$ cat src/sv/swmm_pkg.sv
package swmm_pkg;

    // field widths
    localparam int DATA_W = 16;
    localparam int CNT_W  = 8;

    // default window length
    localparam int SWMM_WINDOW = 128;

    // stream widths, fields packed from bit 0 and padded to whole bytes
    localparam int S_TDATA_W = 16;
    localparam int M_TDATA_W = 48;

endpackage

$ cat src/sv/swmm_ring.sv
module swmm_ring
    import swmm_pkg::*;
#(
    parameter int DEPTH = SWMM_WINDOW,
    parameter int AW    = $clog2(DEPTH)
)
(
    input  logic              clk,
    input  logic              rst_n,
    input  logic              rd_en,
    input  logic [AW-1:0]     rd_addr,
    output logic [DATA_W-1:0] rd_data,
    input  logic              wr_en,
    input  logic [AW-1:0]     wr_addr,
    input  logic [DATA_W-1:0] wr_data
);

    logic [DATA_W-1:0] mem [DEPTH];
    logic [DEPTH-1:0]  vld_reg;
    logic [DATA_W-1:0] rd_data_reg;
    logic              rd_vld_reg;

    // sample storage, no reset
    always_ff @(posedge clk)
    begin
        if (wr_en)
        begin
            mem[wr_addr] <= wr_data;
        end
        if (rd_en)
        begin
            rd_data_reg <= mem[rd_addr];
        end
    end

    // per-entry written flags, an unwritten entry reads as zero
    always_ff @(posedge clk or negedge rst_n)
    begin
        if (!rst_n)
        begin
            vld_reg    <= '0;
            rd_vld_reg <= 1'b0;
        end
        else
        begin
            if (wr_en)
            begin
                vld_reg[wr_addr] <= 1'b1;
            end
            if (rd_en)
            begin
                rd_vld_reg <= vld_reg[rd_addr];
            end
        end
    end

    assign rd_data = rd_vld_reg ? rd_data_reg : '0;

endmodule

$ cat src/sv/sliding_window_min_max_tracker_top.sv
// flow: an accepted beat passes S_EVICT and, when a count drops to zero, a rescan in S_SCAN,
// before S_DONE loads it into the output register once that register is free
// s_tready is high only in S_IDLE, so no new beat is taken until the last one is loaded;
// the rescan reads every ring entry once through the single ring read port
// reset: the ring reads as zeros, minimum is 0 with count WINDOW, maximum is 1 with count 0
module sliding_window_min_max_tracker_top
    import swmm_pkg::*;
#(
    parameter int WINDOW = SWMM_WINDOW
)
(
    input  logic                 clk,
    input  logic                 rst_n,
    input  logic                 s_tvalid,
    output logic                 s_tready,
    input  logic [S_TDATA_W-1:0] s_tdata,  // sample[15:0]
    output logic                 m_tvalid,
    input  logic                 m_tready,
    output logic [M_TDATA_W-1:0] m_tdata   // window_min[15:0], min_count[23:16],
                                           // window_max[39:24], max_count[47:40]
);

    localparam int AW = $clog2(WINDOW);
    localparam int IW = $clog2(WINDOW + 1);

    typedef enum logic [3:0] {
        S_IDLE  = 4'b0001,
        S_EVICT = 4'b0010,
        S_SCAN  = 4'b0100,
        S_DONE  = 4'b1000
    } state_t;

    state_t            state_reg, state_next;
    logic [DATA_W-1:0] cur_reg, cur_next;
    logic [AW-1:0]     slot_reg, slot_next;
    logic [DATA_W-1:0] min_reg, min_next;
    logic [CNT_W-1:0]  min_cnt_reg, min_cnt_next;
    logic [DATA_W-1:0] max_reg, max_next;
    logic [CNT_W-1:0]  max_cnt_reg, max_cnt_next;
    logic              need_min_reg, need_min_next;
    logic              need_max_reg, need_max_next;
    logic [IW-1:0]     scan_idx_reg, scan_idx_next;
    logic              m_tvalid_reg, m_tvalid_next;
    logic [M_TDATA_W-1:0] m_tdata_reg, m_tdata_next;

    logic              accept;
    logic [DATA_W-1:0] sample;
    logic              ring_rd_en;
    logic [AW-1:0]     ring_rd_addr;
    logic [DATA_W-1:0] ring_rd_data;
    logic              ring_wr_en;
    logic [CNT_W-1:0]  min_dec;
    logic [CNT_W-1:0]  max_dec;
    logic              scan_first;

    assign s_tready = (state_reg == S_IDLE);
    assign accept   = s_tvalid && s_tready;
    assign sample   = s_tdata[DATA_W-1:0];
    assign m_tvalid = m_tvalid_reg;
    assign m_tdata  = m_tdata_reg;

    assign min_dec    = min_cnt_reg - CNT_W'(1);
    assign max_dec    = max_cnt_reg - CNT_W'(1);
    assign scan_first = (scan_idx_reg == IW'(1));

    // ring read port: evicted entry on accept, sequential sweep while scanning
    always_comb
    begin
        ring_rd_en   = 1'b0;
        ring_rd_addr = slot_reg;
        if (accept)
        begin
            ring_rd_en = 1'b1;
        end
        else if (state_reg == S_SCAN && scan_idx_reg < IW'(WINDOW))
        begin
            ring_rd_en   = 1'b1;
            ring_rd_addr = scan_idx_reg[AW-1:0];
        end
    end

    assign ring_wr_en = (state_reg == S_EVICT);

    swmm_ring #(
        .DEPTH (WINDOW),
        .AW    (AW)
    ) u_ring (
        .clk     (clk),
        .rst_n   (rst_n),
        .rd_en   (ring_rd_en),
        .rd_addr (ring_rd_addr),
        .rd_data (ring_rd_data),
        .wr_en   (ring_wr_en),
        .wr_addr (slot_reg),
        .wr_data (cur_reg)
    );

    // sequencer and shared compare unit
    always_comb
    begin
        state_next    = state_reg;
        cur_next      = cur_reg;
        slot_next     = slot_reg;
        min_next      = min_reg;
        min_cnt_next  = min_cnt_reg;
        max_next      = max_reg;
        max_cnt_next  = max_cnt_reg;
        need_min_next = need_min_reg;
        need_max_next = need_max_reg;
        scan_idx_next = scan_idx_reg;
        m_tvalid_next = m_tvalid_reg;
        m_tdata_next  = m_tdata_reg;

        // output beat taken
        if (m_tvalid_reg && m_tready)
        begin
            m_tvalid_next = 1'b0;
        end

        case (state_reg)
            S_IDLE:
            begin
                if (accept)
                begin
                    cur_next = sample;
                    // equality uses the old extrema, replacement follows
                    if (sample == min_reg)
                    begin
                        min_cnt_next = min_cnt_reg + CNT_W'(1);
                    end
                    if (sample < min_reg)
                    begin
                        min_next     = sample;
                        min_cnt_next = CNT_W'(1);
                    end
                    if (sample == max_reg)
                    begin
                        max_cnt_next = max_cnt_reg + CNT_W'(1);
                    end
                    if (sample > max_reg)
                    begin
                        max_next     = sample;
                        max_cnt_next = CNT_W'(1);
                    end
                    state_next = S_EVICT;
                end
            end

            S_EVICT:
            begin
                // ring write of the new sample happens this cycle
                slot_next     = (slot_reg == '0) ? AW'(WINDOW - 1) : slot_reg - AW'(1);
                need_min_next = 1'b0;
                need_max_next = 1'b0;
                if (ring_rd_data == min_reg)
                begin
                    min_cnt_next  = min_dec;
                    need_min_next = (min_dec == '0);
                end
                if (ring_rd_data == max_reg)
                begin
                    max_cnt_next  = max_dec;
                    need_max_next = (max_dec == '0);
                end
                scan_idx_next = '0;
                if ((ring_rd_data == min_reg && min_dec == '0) ||
                    (ring_rd_data == max_reg && max_dec == '0))
                begin
                    state_next = S_SCAN;
                end
                else
                begin
                    state_next = S_DONE;
                end
            end

            S_SCAN:
            begin
                // data of entry scan_idx - 1 arrives now
                if (scan_idx_reg != '0)
                begin
                    if (need_min_reg)
                    begin
                        if (scan_first || ring_rd_data < min_reg)
                        begin
                            min_next     = ring_rd_data;
                            min_cnt_next = CNT_W'(1);
                        end
                        else if (ring_rd_data == min_reg)
                        begin
                            min_cnt_next = min_cnt_reg + CNT_W'(1);
                        end
                    end
                    if (need_max_reg)
                    begin
                        if (scan_first || ring_rd_data > max_reg)
                        begin
                            max_next     = ring_rd_data;
                            max_cnt_next = CNT_W'(1);
                        end
                        else if (ring_rd_data == max_reg)
                        begin
                            max_cnt_next = max_cnt_reg + CNT_W'(1);
                        end
                    end
                end
                if (scan_idx_reg == IW'(WINDOW))
                begin
                    state_next = S_DONE;
                end
                else
                begin
                    scan_idx_next = scan_idx_reg + IW'(1);
                end
            end

            S_DONE:
            begin
                // load the output register once it is free
                if (!m_tvalid_reg || m_tready)
                begin
                    m_tvalid_next = 1'b1;
                    m_tdata_next  = {max_cnt_reg, max_reg, min_cnt_reg, min_reg};
                    state_next    = S_IDLE;
                end
            end

            default:
            begin
                state_next = S_IDLE;
            end
        endcase
    end

    // control and tracked extrema
    always_ff @(posedge clk or negedge rst_n)
    begin
        if (!rst_n)
        begin
            state_reg    <= S_IDLE;
            slot_reg     <= AW'(WINDOW - 1);
            min_reg      <= '0;
            min_cnt_reg  <= CNT_W'(WINDOW);
            max_reg      <= DATA_W'(1);
            max_cnt_reg  <= '0;
            need_min_reg <= 1'b0;
            need_max_reg <= 1'b0;
            scan_idx_reg <= '0;
            m_tvalid_reg <= 1'b0;
        end
        else
        begin
            state_reg    <= state_next;
            slot_reg     <= slot_next;
            min_reg      <= min_next;
            min_cnt_reg  <= min_cnt_next;
            max_reg      <= max_next;
            max_cnt_reg  <= max_cnt_next;
            need_min_reg <= need_min_next;
            need_max_reg <= need_max_next;
            scan_idx_reg <= scan_idx_next;
            m_tvalid_reg <= m_tvalid_next;
        end
    end

    // payload registers
    always_ff @(posedge clk)
    begin
        cur_reg     <= cur_next;
        m_tdata_reg <= m_tdata_next;
    end

    // accepted beat always moves on to the eviction step
    a_accept_to_evict: assert property (@(posedge clk) disable iff (!rst_n)
        accept |=> state_reg == S_EVICT)
        else $error("accepted beat did not reach eviction step");

    // write slot stays inside the window
    a_slot_range: assert property (@(posedge clk) disable iff (!rst_n)
        slot_reg < AW'(WINDOW) || WINDOW == (1 << AW))
        else $error("write slot out of window range");

    // scan index never runs past the window
    a_scan_bound: assert property (@(posedge clk) disable iff (!rst_n)
        state_reg == S_SCAN |-> scan_idx_reg <= IW'(WINDOW))
        else $error("scan index past window");

    // a finished minimum rescan leaves a nonzero count
    a_min_rescan: assert property (@(posedge clk) disable iff (!rst_n)
        state_reg == S_SCAN && scan_idx_reg == IW'(WINDOW) && need_min_reg
        |=> min_cnt_reg != '0)
        else $error("minimum rescan left zero count");

    // a finished maximum rescan leaves a nonzero count
    a_max_rescan: assert property (@(posedge clk) disable iff (!rst_n)
        state_reg == S_SCAN && scan_idx_reg == IW'(WINDOW) && need_max_reg
        |=> max_cnt_reg != '0)
        else $error("maximum rescan left zero count");

endmodule

$ cat config.mk
export PLATFORM = sky130hd
export DESIGN_NAME = sliding_window_min_max_tracker_top
export DESIGN_NICKNAME = d
export VERILOG_FILES = /design/src/sv/swmm_pkg.sv /design/src/sv/swmm_ring.sv /design/src/sv/sliding_window_min_max_tracker_top.sv
export SDC_FILE = /design/constraint.sdc
export NUM_CORES = 2
export LEC_CHECK = 0
export ABC_CLOCK_PERIOD_IN_PS = 9400
export CAP_MARGIN = 20
export CORE_ASPECT_RATIO = 1.2
export CORE_MARGIN = 4
export CORE_UTILIZATION = 42
export CTS_CLUSTER_DIAMETER = 120
export DETAILED_ROUTE_END_ITERATION = 8
export DONT_BUFFER_PORTS = 1
export SYNTH_ARGS = -nofsm -noshare
export SYNTH_HDL_FRONTEND = slang
export SYNTH_SLANG_ARGS = --single-unit
$ cat constraint.sdc
create_clock -name clk -period 9.4 [get_ports clk]
set_clock_uncertainty 0.1 [all_clocks]
set_input_delay 0.94 -clock clk [delete_from_list [all_inputs] [get_ports clk]]
set_output_delay 0.94 -clock clk [all_outputs]
set_load 0.02 [all_outputs]
==> out/results.txt <==
Vias per cell = 5.86
P_int = 20300 uW
Post-route clock period utilization = 59.9%
FF-to-FF setup slack = 3770 ps
Pin count of the biggest net entering global routing = 200
DR pass1 iterations = 6
Die width = 435 um
Final hold slack = -47.6 ps
Final setup viols = 0
Met2 usage = 35.1%
Post-synthesis area per instance = 18.5 um2
WL/cell = 29.6 um
GR Util met3 = 3.55%
Grt ovf = 0
Post-CTS Setup Repair Bufs = 0
Initial core utilization = 42.3%
# fillers = 18022
Initial antenna violation count = 6
Reg clk slew, reported paths = 60 ps
Post-synth top area cell = edfxtp_1
Cell mode on critical path = buf_4
Routability congestion estimate = 0.828
Fmax = 0.178 GHz
Crit-path max cell delay = 700 ps
Critical path cell sequence = or4b_1 -> buf_4 -> nor2_2 -> mux2i_4 -> buf_4 -> buf_12 -> buf_4 -> nand2_1 -> a31oi_1 -> nand4_1 -> nand4_1
Remaining antenna violation count = 0
CTS Buf Count = 219
Most frequent cell after synthesis = edfxtp_1
Failing checks = hold timing
Setup TNS = 0 ps
Critical Path AT = 6220 ps
Main flop type after synthesis = edfxtp_1
Worst VDD drop = 0.000226 V
Yosys cell types = 75
Number of remaining DRC errors = 0
Yosys top cell area share = 69.5%
Routed wire length = 243000 um
Synth async-reset ratio = 8.55%
NetSw = 9690 uW
Post-synth EDFFs = 2128
Flops & latches, synth = 2327
Setup crit end kind = register
Ports = 70
Switch share = 32.3%
Outcome = finished, violations left
Post-synthesis cell area = 91900 um2
CP Launch Type = register
Seq/Total Area, Yosys = 74.9%
Clock tree from TritonCTS = built
Root Buffer = clkbuf_16
Clock Latency Late Sink = 870 ps
Slew @ Worst Pin = 1330 ps
GRT met1 Usage = 29.0%
Ranking of synthesized cells by area = edfxtp_1 (70%), mux4_2 (13%), dfrtp_1 (5.1%)
Max reg flops = 2048
Htree depth = 4
Vias = 48092
Sequential Power Share = 41.8%
Max Cap Violations = 0
Crit path max fanout = 112
Pwr per Cell Area = 289 nW/um2
Full die area = 226000 um2
Setup WS post-layout = 3770 ps
Total track usage = 21.3%
Worst path required time = 10000 ps
Sink Count = 2327
Clock buffer depth = 3
Area of the core = 217000 um2
Synth warnings = 0
Syn nets = 5064
Leakage = 0.0350 uW
Rows = 187
Port Buffer Count = 0
Hold WC Path Type = primary input to asynchronous set/reset pin
Tmin final = 5630 ps
CP max-delay cell = buf_4
RSZ-0062 raised after global routing = no
Max Transition Viols Final = 0
Post-synthesis cell count = 4972
Kind of critical path = register to register
Most instantiated cells after synthesis = edfxtp_1 (2128), nand2_1 (630), mux4_2 (516), nand3_1 (202), dfrtp_1 (189)
Final hold vios = 8
Place WS = 3810 ps
Initial DRC count = 5408
Via count of the first global-routing pass = 48677
Rel. slew slack = 11.5%
Clock power share = 29.5%
Busiest grt layer = met2
P&R area growth vs syn = 12.9%
Global-route wire length before repair = 353000 um
Share of post-route cells with drive strength above 1 = 23.4%
Hpwl dp = 144000 um
Nets = 5263
Gate power share = 28.6%
Die H = 521 um
[kinds of logic after synthesis]
| logic type | synth area share (%) |
|---|---|
| xor gates and xnor gates | 0.124 |
| buffers and inverters | 1.51 |
| AOI/OAI and AO/OA | 2.54 |
| adders and majority gates | 0.980 |
| DFF | 74.9 |
| muxes | 13.3 |
| and+or+nand+nor | 6.57 |
[metal layers]
metal,wire (um),vias up
li1,-,20175
met1,99100,25670
met2,119000,1866
met3,16400,377
met4,8590,4
met5,26,-
[cells in the final DEF (no fill, tap or decap), drive strengths merged, types with 6 or more instances in the layout]
master,synthesis,routed
dfstp,10,10
o21ai,48,48
dlygate4sd3,0,11
edfxtp,2128,2128
nor3,9,9
mux2i,29,29
o31ai,8,8
clkinvlp,0,6
nand2b,10,10
nand4,59,59
a211o,25,25
bufinv,0,18
clkinv,0,85
xor2,6,6
a21oi,53,53
inv,65,68
mux2,32,32
nand2,630,630
ha,72,72
a2111oi,7,7
or2,130,130
nand3,202,202
a31oi,76,76
and3,60,60
xnor2,7,7
dfrtp,189,189
mux4,516,516
clkbuf,151,299
nor2b,17,17
buf,111,229
a221o,9,9
nor2,179,179
a32oi,32,32
o211ai,6,6
a21o,14,14
[power by group through the flow]
stage / registers, uW / clock network, uW / logic, uW
5_1_grt: 12600 / 9420 / 9200
3_5_place_dp: 12700 / 0 / 8610
3_3_place_gp: 12700 / 0 / 8570
6_report: 12500 / 8850 / 8580
2_1_floorplan: 12800 / 0 / 5420
4_1_cts: 12500 / 9000 / 8670
[critical path: cells and delay by family (launching register included)]
family                 cells  cell delay (ps)
AOI/OAI and AO/OA          1              570
buffers and inverters      4             2190
DFF                        1              430
muxes                      1              330
and+or+nand+nor            5             1690
[path summary, 6_finish.rpt]
kind	start	endpoint	cells after the start
worst max register to register	state_reg[1]	u_ring.rd_data_reg[4]	11
max in group asynchronous	rst_n	u_ring.vld_reg[19]	1
worst max-delay path	state_reg[1]	u_ring.rd_data_reg[4]	11
worst min register to register	max_reg[15]	m_tdata[39]	0
worst min-delay path	rst_n	max_reg[11]	1
min in group clk	s_tdata[12]	cur_reg[12]	0
[layout make-up]
class	count	area, um2	share of cell area (%)
Antenna cell	4	10.0	0.00965
Clock buffer	299	6010	5.80
Clock inverter	112	1210	1.17
Inverter	65	244	0.235
Multi-Input combinational cell	2318	21800	21.0
Sequential cell	2327	68900	66.4
Tap cell	2835	3550	3.42
Timing Repair Buffer	240	2060	1.98
[through the flow]
step	hold WS [ps]	power [uW]	instance area, um2	instances	util (%)
after floorplan	323	18200	91900	4972	-
after detailed placement	345	21400	96200	7764	44.3
after global routing	7.02	31200	104000	8197	47.8
after CTS	0.942	30200	104000	8187	47.7
final	-47.6	30000	104000	8200	47.8
after global placement	341	21300	96200	7763	44.3
[timing repair]
action / in CTS / in global routing
endpoints found under the hold margin: 210 / 0
gates resized for setup: 0 / 0
hold buffers: 12 / 0
(Power assumes the default switching activity.)
